## src/sv/qrot_pkg.sv

```systemverilog
// qrot_pkg: opcodes, default widths and Hamilton product sign table
// shared by the quaternion unit modules. No dependencies.
`timescale 1ns / 1ps
`default_nettype none

package qrot_pkg;

    localparam int COMP_WIDTH_DEF = 16;
    localparam int FRAC_BITS_DEF  = 14;
    localparam int LANES          = 4;

    typedef enum logic [1:0] {
        OP_PRODUCT = 2'd0,
        OP_ROTATE  = 2'd1,
        OP_CONJ    = 2'd2
    } qrot_op_t;

    // Term j of component i is a[j] * b[i ^ j]; bit LANES*i+j set means subtract
    localparam logic [LANES*LANES-1:0] HP_NEG = 16'b0100_0010_1000_1110;

    // Sign table for a * b, or for a * conj(b) (vector part of b negated)
    function automatic logic [LANES*LANES-1:0] hp_neg_mask(input logic conj_b);
        logic [LANES*LANES-1:0] mask;
        int i;
        int j;
        mask = HP_NEG;
        for (i = 0; i < LANES; i++)
        begin
            for (j = 0; j < LANES; j++)
            begin
                if (conj_b && ((i ^ j) != 0))
                begin
                    mask[LANES*i+j] = ~mask[LANES*i+j];
                end
            end
        end
        return mask;
    endfunction

endpackage

`default_nettype wire

```

## src/sv/qrot_rsum.sv

```systemverilog
// qrot_rsum: signed sum of four products per component, round half up,
// saturate to the component range, registered. Depends on qrot_pkg.
`timescale 1ns / 1ps
`default_nettype none

module qrot_rsum
    import qrot_pkg::*;
#(
    parameter int COMPONENT_WIDTH = COMP_WIDTH_DEF,
    parameter int FRACTION_BITS   = FRAC_BITS_DEF
)
(
    input  logic                                  clk,
    input  logic                                  en,
    input  logic signed [2*COMPONENT_WIDTH-1:0]   prod [LANES][LANES],
    input  logic [LANES*LANES-1:0]                neg_mask,
    output logic signed [COMPONENT_WIDTH-1:0]     res [LANES],
    output logic                                  sat
);

    localparam int PW = 2 * COMPONENT_WIDTH;
    localparam int SW = PW + 3;
    localparam logic signed [SW-1:0] HALF = SW'(1) <<< (FRACTION_BITS - 1);
    localparam logic signed [SW-1:0] MAXV = (SW'(1) <<< (COMPONENT_WIDTH - 1)) - SW'(1);
    localparam logic signed [SW-1:0] MINV = ~MAXV;

    logic signed [SW-1:0]              acc    [LANES];
    logic signed [SW-1:0]              scaled [LANES];
    logic signed [COMPONENT_WIDTH-1:0] res_next [LANES];
    logic [LANES-1:0]                  clip_next;
    logic signed [COMPONENT_WIDTH-1:0] res_reg [LANES];
    logic                              sat_reg;

    // Exact signed sum plus half an LSB, floor shift, clip
    always_comb
    begin
        for (int i = 0; i < LANES; i++)
        begin
            acc[i] = HALF;
            for (int j = 0; j < LANES; j++)
            begin
                if (neg_mask[LANES*i+j])
                begin
                    acc[i] = acc[i] - SW'(prod[i][j]);
                end
                else
                begin
                    acc[i] = acc[i] + SW'(prod[i][j]);
                end
            end
            scaled[i] = acc[i] >>> FRACTION_BITS;
            if (scaled[i] > MAXV)
            begin
                res_next[i]  = MAXV[COMPONENT_WIDTH-1:0];
                clip_next[i] = 1'b1;
            end
            else if (scaled[i] < MINV)
            begin
                res_next[i]  = MINV[COMPONENT_WIDTH-1:0];
                clip_next[i] = 1'b1;
            end
            else
            begin
                res_next[i]  = scaled[i][COMPONENT_WIDTH-1:0];
                clip_next[i] = 1'b0;
            end
        end
    end

    // Result register
    always_ff @(posedge clk)
    begin
        if (en)
        begin
            res_reg <= res_next;
            sat_reg <= |clip_next;
        end
    end

    assign res = res_reg;
    assign sat = sat_reg;

endmodule

`default_nettype wire

```

## config.mk

```make
export PLATFORM = sky130hd
export DESIGN_NAME = qrot_rsum
export DESIGN_NICKNAME = d
export VERILOG_FILES = /design/src/sv/qrot_pkg.sv /design/src/sv/qrot_rsum.sv
export SDC_FILE = /design/constraint.sdc
export NUM_CORES = 1
export LEC_CHECK = 0
export BUFFER_PORTS_ARGS = -buffer_cell sky130_fd_sc_hd__buf_2
export CAP_MARGIN = 15
export CORE_MARGIN = 2
export CORE_UTILIZATION = 35
export DETAILED_ROUTE_END_ITERATION = 10
export GPL_TIMING_DRIVEN = 0
export HOLD_SLACK_MARGIN = 0.03
export SLEW_MARGIN = 20
export SYNTH_ARGS = -nofsm -noshare
export SYNTH_HDL_FRONTEND = slang
export SYNTH_SLANG_ARGS = --single-unit
```

## constraint.sdc

```tcl
create_clock -name clk -period 11.9 [get_ports clk]
set_input_delay 2.38 -clock clk [delete_from_list [all_inputs] [get_ports clk]]
set_output_delay 2.38 -clock clk [all_outputs]
set_load 0.05 [all_outputs]
```

==> impl_metrics.env, run 1 <==
export IMPL_status="complete, no violations"
export IMPL_synth_async_sr_flop_share_pct=0
export IMPL_path_max_fanout=10
export IMPL_min_delay_start="en"
export IMPL_required_ns=11.98
export IMPL_fin_crit_ns=11.22
export IMPL_final_common_cell="xnor2_1"
export IMPL_synth_seq_cells=65
export IMPL_grt_max_degree=49
export IMPL_postSynthAreaPerCell_um2=7.18
export IMPL_finalWirelength_um=106000
export IMPL_dieArea_um2=94600
export IMPL_yosysWarnings=0
export IMPL_cts_sinks=65
export IMPL_postRouteAntennaNets=0
export IMPL_drt_iter0_drc=2226
export IMPL_rsz0062_at_grt="false"
export IMPL_slew_violations=0
export IMPL_pin_count=595
export IMPL_fin_nets=6043
export IMPL_synthCells=4492
export IMPL_synthFlopType="edfxtp_1"
export IMPL_vias=34300
export IMPL_slowest_stage="o31ai_2"
export IMPL_fillerInstances=9802
export IMPL_place_hpwl_um=92900
export IMPL_final_setup_tns_ns=0
export IMPL_worst_setup_path_start_kind="input port"
export IMPL_largest_reg_flops=64
export IMPL_crit_arrival_ns=11.30
export IMPL_min_path_type="input port to register"
export IMPL_h_tree_depth=3
export IMPL_cts_tree="built"
export IMPL_maxCapViolCount=0
export IMPL_grt_pass1_vias=31900
export IMPL_antenna_found_initial=42
export IMPL_crit_path_end_kind="register"
export IMPL_synth_area_um2=32300
export IMPL_ctsRootBufferMaster="clkbuf_16"
export IMPL_avgRoutedWirePerCell_um=16.9
export IMPL_max_freq_mhz=89.1
export IMPL_coreArea_um2=91500
export IMPL_p_leak_nw=16.2
export IMPL_vdd_drop_max_mv=0.222
export IMPL_die_w_um=308
export IMPL_finalPower_mw=9.16
export IMPL_p_per_area_nw_per_um2=247
export IMPL_numPortBuffers=569
export IMPL_hold_buffers=0
export IMPL_die_h_um=308
export IMPL_tightest_slew_ns=1.06
export IMPL_ys_types=101
export IMPL_drtPass1Iterations=5
export IMPL_cts_max_path_buffers=2
export IMPL_synth_edff_count=65
export IMPL_layout_drive_gt1_share_pct=13.5
export IMPL_globalRoute_totalOverflow=0
export IMPL_slew_headroom_pct=28.4
export IMPL_fin_crit_sh_pct=94.3
export IMPL_yosysSeqAreaShare_pct=6.05
export IMPL_grt_pass1_wl_um=166000
export IMPL_start_util_pct=35.3
export IMPL_numCtsBuffers=9
export IMPL_finalHoldViolCount=0
export IMPL_layout_common_cells="xnor2_1 (647), buf_2 (574), a21oi_1 (510), nor2_1 (475), ha_1 (432)"
export IMPL_holdPathStages=1
export IMPL_min_to="res[22]"
export IMPL_grtUsageTotal_pct=21.4
export IMPL_post_drt_via_cell_ratio=5.45
export IMPL_num_rows=111
export IMPL_synth_fp_nets=5462
export IMPL_setup_viol=0
export IMPL_startpoint="neg_mask[4]"
export IMPL_area_growth_pct=14.8
export IMPL_drc=0
export IMPL_cp_slowest_stage_delay_ns=0.56
export IMPL_worstSetupPathType="input port to register"
export IMPL_gp_congestion=0.934
export IMPL_cts_clk_slew_worst_paths_ns=0.06
==> how the worst max path moves through the flow <==
| stage | endpoint | slack (ns) | depth (start not counted) |
|---|---|---|---|
| 2_1_floorplan | res[10] | 1.59 | 41 |
| 3_3_place_gp | res[21] | 0.14 | 39 |
| 3_5_place_dp | res[22] | 0.08 | 39 |
| 4_1_cts | res[22] | 0.47 | 39 |
| 5_1_grt | res[13] | 0.05 | 42 |
| 6_report | sat | 0.68 | 35 |
==> logic make-up after synthesis <==
| group | count (synthesis) | share of synthesized area [%] |
|---|---|---|
| flip-flops | 65 | 6.05 |
| AO/OA/AOI/OAI | 1380 | 27.0 |
| AND/OR/NAND/NOR | 1468 | 23.2 |
| XOR/XNOR | 797 | 21.8 |
| multiplexers | 34 | 1.06 |
| adder cells (fa/ha/maj) | 440 | 17.2 |
| buffers and inverters | 308 | 3.68 |
==> critical path, delay by kind of cell <==
kind	cells	cell delay [ns]
xor gates and xnor gates	3	0.47
and+or+nand+nor	5	1.51
AOI/OAI and AO/OA	20	4.33
buffers and inverters	4	1.56
adders and majority gates	3	1.03
==> cell type report <==
| cell class | instances | area [um^2] | share of cell area [%] |
|---|---|---|---|
| clock buffers | 9 | 225 | 0.608 |
| flip-flops and latches | 65 | 1950 | 5.27 |
| inverters | 209 | 785 | 2.12 |
| repair buffers | 571 | 2890 | 7.79 |
| plain buffers | 98 | 407 | 1.10 |
| well taps | 1186 | 1480 | 4.01 |
| clock inverters | 7 | 76.3 | 0.206 |
| multi-input cells | 4119 | 29200 | 78.7 |
| diodes | 26 | 65.1 | 0.176 |
==> cells in the mapped netlist, types with 41 or more instances <==
cell type	count	area share (%)
a31oi_1	59	1.1
nand2b_1	101	2.0
inv_1	209	2.4
nor2b_1	67	1.3
edfxtp_1	65	6.0
nand2_1	217	2.5
xor2_1	146	4.0
nor4_1	74	1.4
nand4_1	42	0.81
nand3_1	69	1.1
a21o_1	202	4.7
and3_1	48	0.93
nor3_1	158	2.5
clkbuf_1	86	1.0
o21ai_0	213	3.3
or3_1	41	0.79
xnor2_1	647	18
a21oi_1	512	7.9
o21a_1	72	1.7
nor2_1	476	5.5
ha_1	432	17
==> timing repair <==
action / in CTS / in global routing
buffers inserted: 0 / 1
gates resized for setup: 0 / 14
setup endpoints to repair: 0 / 55
==> report_power, final <==
group / switching, mW / leakage [nW] / total (mW) / internal, mW
logic: 4.81 / 15.4 / 8.21 / 3.39
registers: 0.0586 / 0.641 / 0.673 / 0.615
clock network: 0.115 / 0.150 / 0.280 / 0.164
==> metal layers <==
metal	track usage, %	share of wire (%)	vias up
li1	-	-	17600
met5	0	0.20	-
met2	37.3	48	790
met3	3.66	5.7	102
met1	27.6	45	15700
met4	3.68	1.2	36
==> stage by stage <==
step                utilization (%)  cell area (um^2)  std cells  hold WS [ns]  setup WS [ns]
finish                         40.5             37000       6290          2.44          0.680
global route                   40.5             37000       6285          2.42         0.0550
CTS                            40.4             36900       6264          2.41          0.465
detailed placement             40.0             36600       6248          2.81         0.0834
global placement               40.0             36600       6247          2.92          0.138
floorplan                         -             32300       4492          2.49           1.59
Note: power is estimated with default switching activity, not from simulation.
==> inputs of run 2 (changes only) <==
--- a/config.mk
+++ b/config.mk
@@ -7,11 +7,15 @@
 export LEC_CHECK = 0
 export BUFFER_PORTS_ARGS = -buffer_cell sky130_fd_sc_hd__buf_2
 export CAP_MARGIN = 15
+export CELL_PAD_IN_SITES_DETAIL_PLACEMENT = 1
+export CELL_PAD_IN_SITES_GLOBAL_PLACEMENT = 2
 export CORE_MARGIN = 2
-export CORE_UTILIZATION = 35
+export CORE_UTILIZATION = 33
+export CTS_BUF_LIST = sky130_fd_sc_hd__clkbuf_2
 export DETAILED_ROUTE_END_ITERATION = 10
 export GPL_TIMING_DRIVEN = 0
 export HOLD_SLACK_MARGIN = 0.03
+export PLACE_DENSITY_LB_ADDON = 0.1
 export SLEW_MARGIN = 20
 export SYNTH_ARGS = -nofsm -noshare
 export SYNTH_HDL_FRONTEND = slang
==> run 2 against run 1 <==
Effect of this change: via count is 0.42% higher; highest routed layer unchanged; global-route usage increased by 1.7 points; sequential power is 4.5% higher; combinational power increased by 0.9%; first-iteration DRC count decreased by 32%; worst hold slack got worse by 0.23 ns; routed wire length increased by 14%; maximum frequency increased by 0.41%; count of clock-buffer cells in the layout is the same; sequential share of layout area hardly changed; final area fell by 0.28%; sequential cell count stayed put.
==> impl_metrics.env, run 2 (synthesis results as in run 1) <==
export IMPL_antenna_found_initial=51
export IMPL_worst_slack_ns=0.725
export IMPL_status="complete, no violations"
export IMPL_rsz0062_at_grt="false"
export IMPL_startpoint="neg_mask[4]"
export IMPL_dp_cells=6338
export IMPL_grtUsageTotal_pct=23.1
export IMPL_p_leak_nw=16.1
export IMPL_crit_path_end_kind="register"
export IMPL_globalRoute_totalOverflow=0
export IMPL_final_common_cell="xnor2_1"
export IMPL_maxCapViolCount=0
export IMPL_grt_use_met2_pct=40.1
export IMPL_pin_count=595
export IMPL_vias=34400
export IMPL_slew_headroom_pct=36.1
export IMPL_finalPower_mw=9.13
export IMPL_finalHoldViolCount=0
export IMPL_numCtsBuffers=9
export IMPL_grt_max_degree=39
export IMPL_start_util_pct=33.3
export IMPL_grtUsageMet3_pct=3.58
export IMPL_cts_sinks=65
export IMPL_cts_tree="built"
export IMPL_die_h_um=317
export IMPL_fin_nets=6042
export IMPL_drtPass1Iterations=5
export IMPL_ctsRootBufferMaster="clkbuf_2"
export IMPL_grt_busiest_layer="met2"
export IMPL_slew_violations=0
export IMPL_dieArea_um2=100000
export IMPL_fin_crit_ns=11.17
export IMPL_h_tree_depth=3
export IMPL_largest_reg_flops=64
export IMPL_coreArea_um2=96900
export IMPL_num_rows=114
export IMPL_placed_area_um2=36700
export IMPL_p_per_area_nw_per_um2=247
export IMPL_final_setup_tns_ns=0
export IMPL_holdWs_ns=2.22
export IMPL_hold_buffers=0
export IMPL_die_w_um=317
export IMPL_min_path_type="input port to register"
export IMPL_setup_viol=0
export IMPL_drt_iter0_drc=1514
export IMPL_post_place_ws_ns=-0.204
export IMPL_tightest_slew_ns=0.944
export IMPL_path_max_fanout=10
export IMPL_cp_slowest_stage_delay_ns=0.71
export IMPL_use_met1_pct=30.1
export IMPL_required_ns=12.28
export IMPL_fillerInstances=12500
export IMPL_place_hpwl_um=107000
export IMPL_cts_max_path_buffers=2
export IMPL_layout_drive_gt1_share_pct=13.4
export IMPL_grt_pass1_vias=34800
export IMPL_vdd_drop_max_mv=0.166
export IMPL_stdcell_count=6378
export IMPL_crit_arrival_ns=11.56
export IMPL_finalWirelength_um=121000
export IMPL_grt_pass1_wl_um=187000
export IMPL_worstSetupPathType="input port to register"
export IMPL_slowest_stage="a2111oi_2"
export IMPL_area_growth_pct=14.5
export IMPL_avgRoutedWirePerCell_um=18.9
export IMPL_max_freq_mhz=89.5
export IMPL_numPortBuffers=569
export IMPL_fin_crit_sh_pct=93.9
export IMPL_endpoint="sat"
export IMPL_layout_common_cells="xnor2_1 (646), buf_2 (574), a21oi_1 (510), nor2_1 (476), ha_1 (432)"
export IMPL_stdcell_area_um2=36900
export IMPL_drc=0
export IMPL_cts_clk_slew_worst_paths_ns=0.25
export IMPL_gp_congestion=0.925
export IMPL_postRouteAntennaNets=0
export IMPL_worst_setup_path_start_kind="input port"
export IMPL_fin_util_pct=38.1
export IMPL_post_drt_via_cell_ratio=5.40
==> run 2: metal layers <==
layer  vias to the layer above  wire length (um)
met1                     16100             56100
li1                      17600                 -
met2                       527             56700
met3                       135              5170
met4                        42              2380
met5                         -               256
==> run 2: worst max-delay path, delay by kind of cell <==
kind | cells | cell delay, ns
AO/OA/AOI/OAI | 20 | 4.52
buffers and inverters | 4 | 1.62
AND/OR/NAND/NOR | 5 | 1.53
adder cells (fa/ha/maj) | 3 | 0.98
XOR/XNOR | 3 | 0.50
==> run 2: final cells by class <==
cell class | count | area, um^2 | share of cell area (%)
buffer | 98 | 404 | 1.09
multi-input combinational | 4119 | 29200 | 78.9
clock inverter | 7 | 67.6 | 0.183
timing repair buffer | 570 | 2870 | 7.77
sequential | 65 | 1950 | 5.28
clock buffer | 9 | 45.0 | 0.122
tap | 1276 | 1600 | 4.32
inverter | 209 | 785 | 2.12
antenna | 25 | 62.6 | 0.169
==> run 2: worst min path at each step <==
stage,from,end,slack [ns],cells after the start
after global routing,en,res[17],2.16,1
after CTS,en,res[17],2.15,1
after detailed placement,res[54],res[54],2.92,1
final,en,res[17],2.22,1
after floorplan,en,res[0],2.49,0
after global placement,res[54],res[54],2.92,1
==> run 2: repair_timing <==
action	4_1_cts	5_1_grt
setup endpoints to repair	0	28
resized for setup	0	11
setup buffers	0	0
==> run 2: power by group <==
group	total, mW	internal [mW]	switching, mW
Sequential	0.703	0.615	0.0877
Clock	0.151	0.0481	0.103
Combinational	8.28	3.41	4.87
